--- src/mbet_pkg.sv ---
package mbet_pkg;

   // view geometry, both must be powers of two
   localparam int HEIGHT      = 512;
   localparam int WIDTH       = 512;
   localparam int HEIGHT_LOG2 = $clog2(HEIGHT);
   localparam int WIDTH_LOG2  = $clog2(WIDTH);

   localparam int FRAC_BITS  = 28;
   localparam int COORD_W    = 9;
   localparam int PIX_W      = 18;
   localparam int COUNT_W    = 16;
   localparam int GRAY_W     = 8;
   localparam int CSR_DATA_W = 31;
   localparam int CSR_IDX_W  = 2;
   localparam int ACC_W      = 48;

   localparam logic [CSR_IDX_W-1:0] CSR_CENTER_REAL = 2'd0;
   localparam logic [CSR_IDX_W-1:0] CSR_CENTER_IMAG = 2'd1;
   localparam logic [CSR_IDX_W-1:0] CSR_AREA_WIDTH  = 2'd2;
   localparam logic [CSR_IDX_W-1:0] CSR_MAX_ITER    = 2'd3;

   localparam logic [30:0]        RST_CENTER_REAL = 31'd0;
   localparam logic [30:0]        RST_CENTER_IMAG = 31'd0;
   localparam logic [30:0]        RST_AREA_WIDTH  = 31'd1073741824;
   localparam logic [COUNT_W-1:0] RST_MAX_ITER    = 16'd256;

   // 4.0 in Q4.28
   localparam logic signed [ACC_W-1:0] ESCAPE_LIMIT = 48'sh0000_4000_0000;

   typedef struct packed {
      logic [30:0]        center_real;
      logic [30:0]        center_imag;
      logic [30:0]        area_width;
      logic [COUNT_W-1:0] max_iter;
   } cfg_type;

   typedef enum logic [2:0] {
      ST_IDLE,
      ST_MUL_ROW,
      ST_MUL_COL,
      ST_FIRST_SQ,
      ST_SQ_A,
      ST_SQ_B,
      ST_PROD_AB,
      ST_TEST
   } state_type;

   typedef enum logic [2:0] {
      MUL_STEP_ROW,
      MUL_STEP_COL,
      MUL_A_A,
      MUL_B_B,
      MUL_A_B
   } mul_sel_type;

   typedef struct packed {
      mul_sel_type mul_sel;
      logic        load_cr;
      logic        load_ci;
      logic        load_aa;
      logic        load_bb;
      logic        iterate;
      logic        done;
   } ctrl_type;

   function automatic logic signed [31:0] sat32(input logic signed [ACC_W-1:0] x);
      logic signed [ACC_W-1:0] hi;
      logic signed [ACC_W-1:0] lo;
      hi = 48'sh0000_7FFF_FFFF;
      lo = -48'sh0000_8000_0000;
      if (x > hi) begin
         return 32'sh7FFF_FFFF;
      end else if (x < lo) begin
         return 32'sh8000_0000;
      end
      return x[31:0];
   endfunction

endpackage

--- src/mbet_mul.sv ---
module mbet_mul (
   input  logic                clock,
   input  logic signed [31:0]  op_a,
   input  logic signed [31:0]  op_b,
   output logic signed [63:0]  prod_ff
);
   logic signed [63:0] prod_in;

   assign prod_in = op_a * op_b;

   always_ff @(posedge clock) begin
      prod_ff <= prod_in;
   end
endmodule

--- src/mbet_core.sv ---
module mbet_core (
   input  logic                          clock,
   input  logic                          reset,
   input  logic                          start,
   input  logic [mbet_pkg::COORD_W-1:0]  row,
   input  logic [mbet_pkg::COORD_W-1:0]  col,
   input  mbet_pkg::cfg_type             cfg,
   input  logic                          out_free,
   output logic                          busy,
   output logic                          done,
   output logic [mbet_pkg::PIX_W-1:0]    pixel_index,
   output logic [mbet_pkg::COUNT_W-1:0]  escape_count
);
   import mbet_pkg::*;

   state_type state_ff, state_in;
   ctrl_type  ctrl;

   logic [COORD_W-1:0]   row_ff, col_ff;
   logic signed [31:0]   cr_ff, ci_ff, a_ff, b_ff;
   logic signed [35:0]   aa_ff, bb_ff;
   logic [COUNT_W-1:0]   n_ff;

   logic signed [31:0]   mul_a, mul_b;
   logic signed [63:0]   prod;
   logic [30:0]          step;
   logic [30:0]          half;
   logic [30:0]          c_center;
   logic [ACC_W-1:0]     c_sum;
   logic signed [35:0]   prod_q;
   logic signed [ACC_W-1:0] mag, na_sum, nb_sum;
   logic                 stop;

   assign step = cfg.area_width >> HEIGHT_LOG2;
   assign half = cfg.area_width >> 1;

   // product in Q4.28, floor rounding
   assign prod_q = prod[63:FRAC_BITS];

   // real centre while loading c_re, imaginary centre while loading c_im
   assign c_center = ctrl.load_ci ? cfg.center_imag : cfg.center_real;

   assign c_sum  = ACC_W'($signed(c_center)) - ACC_W'(half) + prod[ACC_W-1:0];
   assign mag    = ACC_W'(aa_ff) + ACC_W'(bb_ff);
   assign na_sum = (ACC_W'(prod_q) <<< 1) + ACC_W'(cr_ff);
   assign nb_sum = ACC_W'(bb_ff) - ACC_W'(aa_ff) + ACC_W'(ci_ff);
   assign stop   = (mag > ESCAPE_LIMIT) || (n_ff >= cfg.max_iter);

   always_comb begin
      unique case (ctrl.mul_sel)
         MUL_STEP_ROW: begin
            mul_a = $signed({1'b0, step});
            mul_b = $signed(32'(row_ff));
         end
         MUL_STEP_COL: begin
            mul_a = $signed({1'b0, step});
            mul_b = $signed(32'(col_ff));
         end
         MUL_A_A: begin
            mul_a = a_ff;
            mul_b = a_ff;
         end
         MUL_B_B: begin
            mul_a = b_ff;
            mul_b = b_ff;
         end
         default: begin
            mul_a = a_ff;
            mul_b = b_ff;
         end
      endcase
   end

   mbet_mul u_mul (
      .clock   (clock),
      .op_a    (mul_a),
      .op_b    (mul_b),
      .prod_ff (prod)
   );

   // next state
   always_comb begin
      state_in = state_ff;
      unique case (state_ff)
         ST_IDLE:     if (start) state_in = ST_MUL_ROW;
         ST_MUL_ROW:  state_in = ST_MUL_COL;
         ST_MUL_COL:  state_in = ST_FIRST_SQ;
         ST_FIRST_SQ: state_in = ST_SQ_B;
         ST_SQ_A:     state_in = ST_SQ_B;
         ST_SQ_B:     state_in = ST_PROD_AB;
         ST_PROD_AB:  state_in = ST_TEST;
         ST_TEST: begin
            priority if (!stop) begin
               state_in = ST_SQ_A;
            end else if (out_free) begin
               state_in = ST_IDLE;
            end
         end
         default:     state_in = ST_IDLE;
      endcase
   end

   // sequencer outputs
   always_comb begin
      ctrl = '{mul_sel: MUL_A_B, load_cr: 1'b0, load_ci: 1'b0, load_aa: 1'b0,
               load_bb: 1'b0, iterate: 1'b0, done: 1'b0};
      unique case (state_ff)
         ST_IDLE:     ctrl.mul_sel = MUL_STEP_ROW;
         ST_MUL_ROW:  ctrl.mul_sel = MUL_STEP_ROW;
         ST_MUL_COL: begin
            ctrl.mul_sel = MUL_STEP_COL;
            ctrl.load_cr = 1'b1;
         end
         ST_FIRST_SQ: begin
            ctrl.mul_sel = MUL_A_A;
            ctrl.load_ci = 1'b1;
         end
         ST_SQ_A:     ctrl.mul_sel = MUL_A_A;
         ST_SQ_B: begin
            ctrl.mul_sel = MUL_B_B;
            ctrl.load_aa = 1'b1;
         end
         ST_PROD_AB: begin
            ctrl.mul_sel = MUL_A_B;
            ctrl.load_bb = 1'b1;
         end
         ST_TEST: begin
            ctrl.mul_sel = MUL_A_B;
            ctrl.iterate = !stop;
            ctrl.done    = stop && out_free;
         end
         default:     ctrl.mul_sel = MUL_A_B;
      endcase
   end

   always_ff @(posedge clock) begin
      if (reset) begin
         state_ff <= ST_IDLE;
      end else begin
         state_ff <= state_in;
      end
   end

   always_ff @(posedge clock) begin
      if (start && state_ff == ST_IDLE) begin
         row_ff <= row;
         col_ff <= col;
      end
      if (ctrl.load_cr) begin
         cr_ff <= sat32($signed(c_sum));
         a_ff  <= sat32($signed(c_sum));
      end
      if (ctrl.load_ci) begin
         ci_ff <= sat32($signed(c_sum));
         b_ff  <= sat32($signed(c_sum));
         n_ff  <= '0;
      end
      if (ctrl.load_aa) begin
         aa_ff <= prod_q;
      end
      if (ctrl.load_bb) begin
         bb_ff <= prod_q;
      end
      if (ctrl.iterate) begin
         a_ff <= sat32(na_sum);
         b_ff <= sat32(nb_sum);
         n_ff <= n_ff + 1'b1;
      end
   end

   assign busy         = (state_ff != ST_IDLE);
   assign done         = ctrl.done;
   assign pixel_index  = (PIX_W'(row_ff) << WIDTH_LOG2) + PIX_W'(col_ff);
   assign escape_count = (n_ff == cfg.max_iter) ? '0 : n_ff;
endmodule

--- src/mandelbrot_escape_time.sv ---
// Mandelbrot escape-time unit, signed Q4.28 fixed point. Each request transaction carries
// one pixel (row, col); the pixel maps to c = center - width/2 + (width/HEIGHT) * (row, col),
// with rows on the real axis and columns on the imaginary axis, and z = a + ib is iterated
// as a' = 2ab + c_re, b' = b*b - a*a + c_im until a*a + b*b exceeds 4.0 or max_iter is
// reached. The response transaction gives the pixel index, the count (0 when the limit was
// reached) and the count modulo 256 as a gray level. All products go through one
// registered 32x32 multiplier: after setup every iteration computes a*a, b*b and a*b, then
// the update, so a pixel occupies the unit for longer the more iterations it needs;
// req_tready is low meanwhile. One finished response is held in an output register, so the
// next pixel may start while it waits. The user must write configuration registers only
// while the unit is idle; the unit itself does not enforce this.
module mandelbrot_escape_time (
   input  logic                              clock,
   input  logic                              reset,
   // row, col
   input  logic [23:0]                       req_tdata,
   input  logic                              req_tvalid,
   output logic                              req_tready,
   // pixel_index, escape_count, gray_level
   output logic [47:0]                       rsp_tdata,
   output logic                              rsp_tvalid,
   input  logic                              rsp_tready,
   input  logic                              csr_wr_en,
   input  logic [mbet_pkg::CSR_IDX_W-1:0]    csr_index,
   input  logic [mbet_pkg::CSR_DATA_W-1:0]   csr_wdata
);
   import mbet_pkg::*;

   cfg_type            cfg_ff;
   logic               busy, done, out_free;
   logic [PIX_W-1:0]   pixel_index;
   logic [COUNT_W-1:0] escape_count;
   logic [PIX_W-1:0]   rsp_pixel_ff;
   logic [COUNT_W-1:0] rsp_count_ff;
   logic               rsp_valid_ff;

   always_ff @(posedge clock) begin
      if (reset) begin
         cfg_ff.center_real <= RST_CENTER_REAL;
         cfg_ff.center_imag <= RST_CENTER_IMAG;
         cfg_ff.area_width  <= RST_AREA_WIDTH;
         cfg_ff.max_iter    <= RST_MAX_ITER;
      end else if (csr_wr_en) begin
         unique case (csr_index)
            CSR_CENTER_REAL: cfg_ff.center_real <= csr_wdata;
            CSR_CENTER_IMAG: cfg_ff.center_imag <= csr_wdata;
            CSR_AREA_WIDTH:  cfg_ff.area_width  <= csr_wdata;
            CSR_MAX_ITER:    cfg_ff.max_iter    <= csr_wdata[COUNT_W-1:0];
            default: ;
         endcase
      end
   end

   assign req_tready = !busy;
   assign out_free   = !rsp_valid_ff || rsp_tready;

   mbet_core u_core (
      .clock        (clock),
      .reset        (reset),
      .start        (req_tvalid && req_tready),
      .row          (req_tdata[COORD_W-1:0]),
      .col          (req_tdata[2*COORD_W-1:COORD_W]),
      .cfg          (cfg_ff),
      .out_free     (out_free),
      .busy         (busy),
      .done         (done),
      .pixel_index  (pixel_index),
      .escape_count (escape_count)
   );

   always_ff @(posedge clock) begin
      if (reset) begin
         rsp_valid_ff <= 1'b0;
      end else if (done) begin
         rsp_valid_ff <= 1'b1;
      end else if (rsp_tready) begin
         rsp_valid_ff <= 1'b0;
      end
   end

   always_ff @(posedge clock) begin
      if (done) begin
         rsp_pixel_ff <= pixel_index;
         rsp_count_ff <= escape_count;
      end
   end

   assign rsp_tvalid = rsp_valid_ff;
   assign rsp_tdata  = {6'd0, rsp_count_ff[GRAY_W-1:0], rsp_count_ff, rsp_pixel_ff};
endmodule
--- config.mk ---
export PLATFORM = sky130hd
export DESIGN_NAME = mandelbrot_escape_time
export DESIGN_NICKNAME = d
export VERILOG_FILES = /design/src/mbet_pkg.sv /design/src/mbet_mul.sv /design/src/mbet_core.sv /design/src/mandelbrot_escape_time.sv
export SDC_FILE = /design/constraint.sdc
export NUM_CORES = 2
export LEC_CHECK = 0
export BUFFER_PORTS_ARGS = -buffer_cell sky130_fd_sc_hd__buf_2
export CAP_MARGIN = 25
export CORE_MARGIN = 1.5
export CORE_UTILIZATION = 40
export CTS_BUF_LIST = sky130_fd_sc_hd__clkbuf_8 sky130_fd_sc_hd__clkbuf_16
export CTS_CLUSTER_DIAMETER = 80
export DETAILED_ROUTE_END_ITERATION = 10
export GPL_ROUTABILITY_DRIVEN = 0
export SYNTH_ARGS = -nofsm -noshare
export SYNTH_HDL_FRONTEND = slang
export SYNTH_SLANG_ARGS = --single-unit
export TNS_END_PERCENT = 5
--- constraint.sdc ---
create_clock -name clock -period 9.97 [get_ports clock]
set_input_delay 0.997 -clock clock [delete_from_list [all_inputs] [get_ports clock]]
set_output_delay 0.997 -clock clock [all_outputs]
set_load 0.02 [all_outputs]
==> impl_results.md <==
- Worst min path class: flip-flop to flip-flop
- Top_reg_cell synth: edfxtp_1
- Hold WS: 453 ps
- Final worst slack: 250 ps
- Arr. time, crit path: 10290 ps
- Final period utilization: 97.5%
- Placed cell area: 0.0685 mm2
- CP required: 10540 ps
- Leakage: 0.0324 uW
- VDD IR-drop max: 0.404 mV
- PwrDens: 154 mW/mm2
- Post-synth ARST share: 0%
- Endpoints failing setup: 0
- Vias per std cell: 5.45
- Worst slew pin tran: 1110 ps
- Synthesized area per cell: 8.97 um2
- GRT overflow: 0
- DRC violations left: 0
- Io pins: 112
- Full die area: 0.164 mm2
- Area Growth Syn to Fin: 8.75%
- Register area share after synthesis: 17.9%
- Clock sinks: 444
- First-pass GRT wire length: 311000 um
- WL/cell: 21.5 um
- H-tree depth: 2
- Max-slew violations: 0
- Hold Vio Cnt, Final: 0
- CTS root buf: clkbuf_16
- Library cells used by synthesis: 79
- Status: complete, no violations
- Starting density of the core: 40.3%
- Skew-Pair Late Insertion Delay: 660 ps
- Port Buf Inserts: 99
- Row count: 147
- # Max-Cap Violations: 0
- Syn. warnings: 0
- Post-DRT Antenna Nets: 0
- Total Routed Length: 202000 um
- Worst stage delay on the critical path: 560 ps
- Dpl ws: 62.3 ps
- Core region area: 0.161 mm2
- Die Ht: 405 um
- Postcts setup bufs: 0
- Post-Synthesis Cell Area: 0.0647 mm2
- Skew final: 51.0 ps
- All-Layer GR Usage: 25.0%
- PostCTS Resize Cnt: 0
- Crit-path slowest cell: fa_1
- Hold buffers post-CTS: 0
- Layout cell share with drive strength beyond 1: 6.88%
- #FFs+latches synth: 444
- Antenna violations before repair: 12
- Chip width: 405 um
- CP dominant cell by count: fa_1
- Max FO, Critical Path: 31
- CP endpoint kind: flip-flop
- Via Count: 51400
- TritonCTS clock tree: yes
- Fmax: 103 MHz
- CTS buffer count: 50
- Final-stage net count: 8836
- Post-DP HPWL: 168000 um
- Fin area: 0.0704 mm2
- Slew margin rel.: 25.6%
- Post-synth EDFFs: 268
- Mapped Cells: 7213
- Initial drt markers: 4704
- Maximum root-to-sink buffer count: 3
- Vias in the first global route: 52200
- Largest net degree at the start of global routing: 113
- Critical Setup Path Class: flip-flop to flip-flop
- Period minus WS final: 9720 ps
- Drt pass-1 iters: 6
- Clock-pin slew on the worst setup and hold paths: 70 ps
- Critical path launch point type: flip-flop
==> placed cells by master, fill, tap and decap left out, types with 17 or more instances in the layout <==
cell type and count:
a211oi_1 24, a21o_1 153, a21oi_1 340, a22o_1 34, a22oi_1 71, a31oi_1 26
and2_1 37, and3_1 32, buf_2 99, buf_4 188, clkbuf_16 51, dfxtp_1 173
edfxtp_1 268, fa_1 1122, ha_1 423, inv_1 1271, mux2_2 32, mux2i_1 18
nand2_1 1047, nand2b_1 43, nand3_1 73, nand4_1 35, nor2_1 692, nor2b_1 56
nor3_1 55, nor4_1 22, o211ai_1 17, o21a_1 47, o21ai_0 166, o21bai_1 36
o22ai_1 29, o31ai_1 18, xnor2_1 143, xor2_1 75
==> stage by stage <==
stage	cells	utilization [%]	setup TNS (ps)	total power (uW)
CTS	9430	43.8	0	10800
floorplan	7218	-	0	6740
global route	9431	43.8	-3.51	11500
global placement	9334	42.7	0	8670
finish	9434	43.8	0	10900
detailed placement	9336	42.7	0	8720
==> cells in the mapped netlist (26+ instances only) <==
cell      number  area, um2
inv_1       1264       4740
o21ai_0      168        841
nand2_1     1049       3940
nand4_1       35        219
and2_1        38        238
nor2b_1       57        357
dfxtp_1      176       3520
nand2b_1      43        269
nor2_1       698       2620
mux2_2        32        360
edfxtp_1     268       8050
nor3_1        55        275
and3_1        33        206
a211oi_1      26        195
o22ai_1       29        181
a31oi_1       26        163
xnor2_1      143       1250
ha_1         423       5290
a22o_1        35        307
nand3_1       73        365
a22oi_1       84        631
clkbuf_1     296       1110
xor2_1        75        657
o21a_1        48        360
o21bai_1      36        270
a21oi_1      346       1730
fa_1        1122      22500
a21o_1       153       1150
==> power by group <==
group | internal, uW | switching (uW) | total, uW
clock | 1220 | 839 | 2060
sequential | 2620 | 256 | 2880
combinational | 2090 | 3840 | 5930
total | 5930 | 4930 | 10900
==> final cells by class <==
cell class / count / area (um2)
antenna: 3 / 7.51
clock buffer: 53 / 1300
clock inverter: 41 / 541
fill: 15700 / 90200
inverter: 1266 / 4750
multi-input combinational: 5167 / 47400
sequential: 444 / 11600
tap: 2160 / 2700
timing repair buffer: 300 / 2160
==> per-layer routing <==
| metal | GRT usage (%) | wire (um) | vias up | share of wire (%) |
|---|---|---|---|---|
| met5 | 0 | 13 | - | 0.0064 |
| met4 | 11.0 | 9950 | 2 | 4.9 |
| met3 | 4.33 | 17400 | 404 | 8.6 |
| met2 | 40.1 | 93600 | 2144 | 46 |
| met1 | 33.0 | 81500 | 25900 | 40 |
| li1 | - | - | 22900 | - |
==> cell families (layout without fill, tap and decap cells) <==
| kind of cell | count (synthesis) | after routing | synth area share, % |
|---|---|---|---|
| muxes | 50 | 50 | 0.835 |
| AOI/OAI and AO/OA | 1156 | 1156 | 11.7 |
| and+or+nand+nor | 2192 | 2192 | 14.3 |
| adders and majority gates | 1545 | 1545 | 42.9 |
| buffers and inverters | 1607 | 1660 | 9.44 |
| other | 1 | 9 | 0.00579 |
| xor gates and xnor gates | 218 | 218 | 2.95 |
| DFF | 444 | 444 | 17.9 |
==> path summary, 6_finish.rpt <==
path                            slack [ps]                       startpoint                               end  cells after the start
worst max-delay path                   250  u_core.state_ff[2]$_SDFFE_PP0P_  u_core.u_mul.prod_ff[63]$_DFF_P_                     30
worst min-delay path                   450          cfg_ff[99]$_SDFFE_PP0P_           cfg_ff[99]$_SDFFE_PP0P_                      2
worst max register to register         250  u_core.state_ff[2]$_SDFFE_PP0P_  u_core.u_mul.prod_ff[63]$_DFF_P_                     30
worst min register to register         450          cfg_ff[99]$_SDFFE_PP0P_           cfg_ff[99]$_SDFFE_PP0P_                      2
==> worst max-delay path: cells and delay by family (launching register included) <==
kind,cells,cell delay (ps)
adders and majority gates,9,4250
DFF,1,550
AOI/OAI and AO/OA,13,3640
buffers and inverters,4,570
xor gates and xnor gates,1,150
and+or+nand+nor,3,480
==> sequential cells by signal, indices dropped and copies added (netlist names) <==
register,count
u_core.ci_ff,32
cfg_ff,108
u_core.row_ff,9
rsp_pixel_ff,18
u_core.b_ff,32
u_core.aa_ff,36
u_core.u_mul.prod_ff,64
u_core.col_ff,9
u_core.state_ff,3
u_core.bb_ff,36
rsp_tvalid,1
u_core.cr_ff,32
rsp_count_ff,16
u_core.a_ff,32
u_core.n_ff,16
No activity file was read; power rests on OpenSTA's default activity.
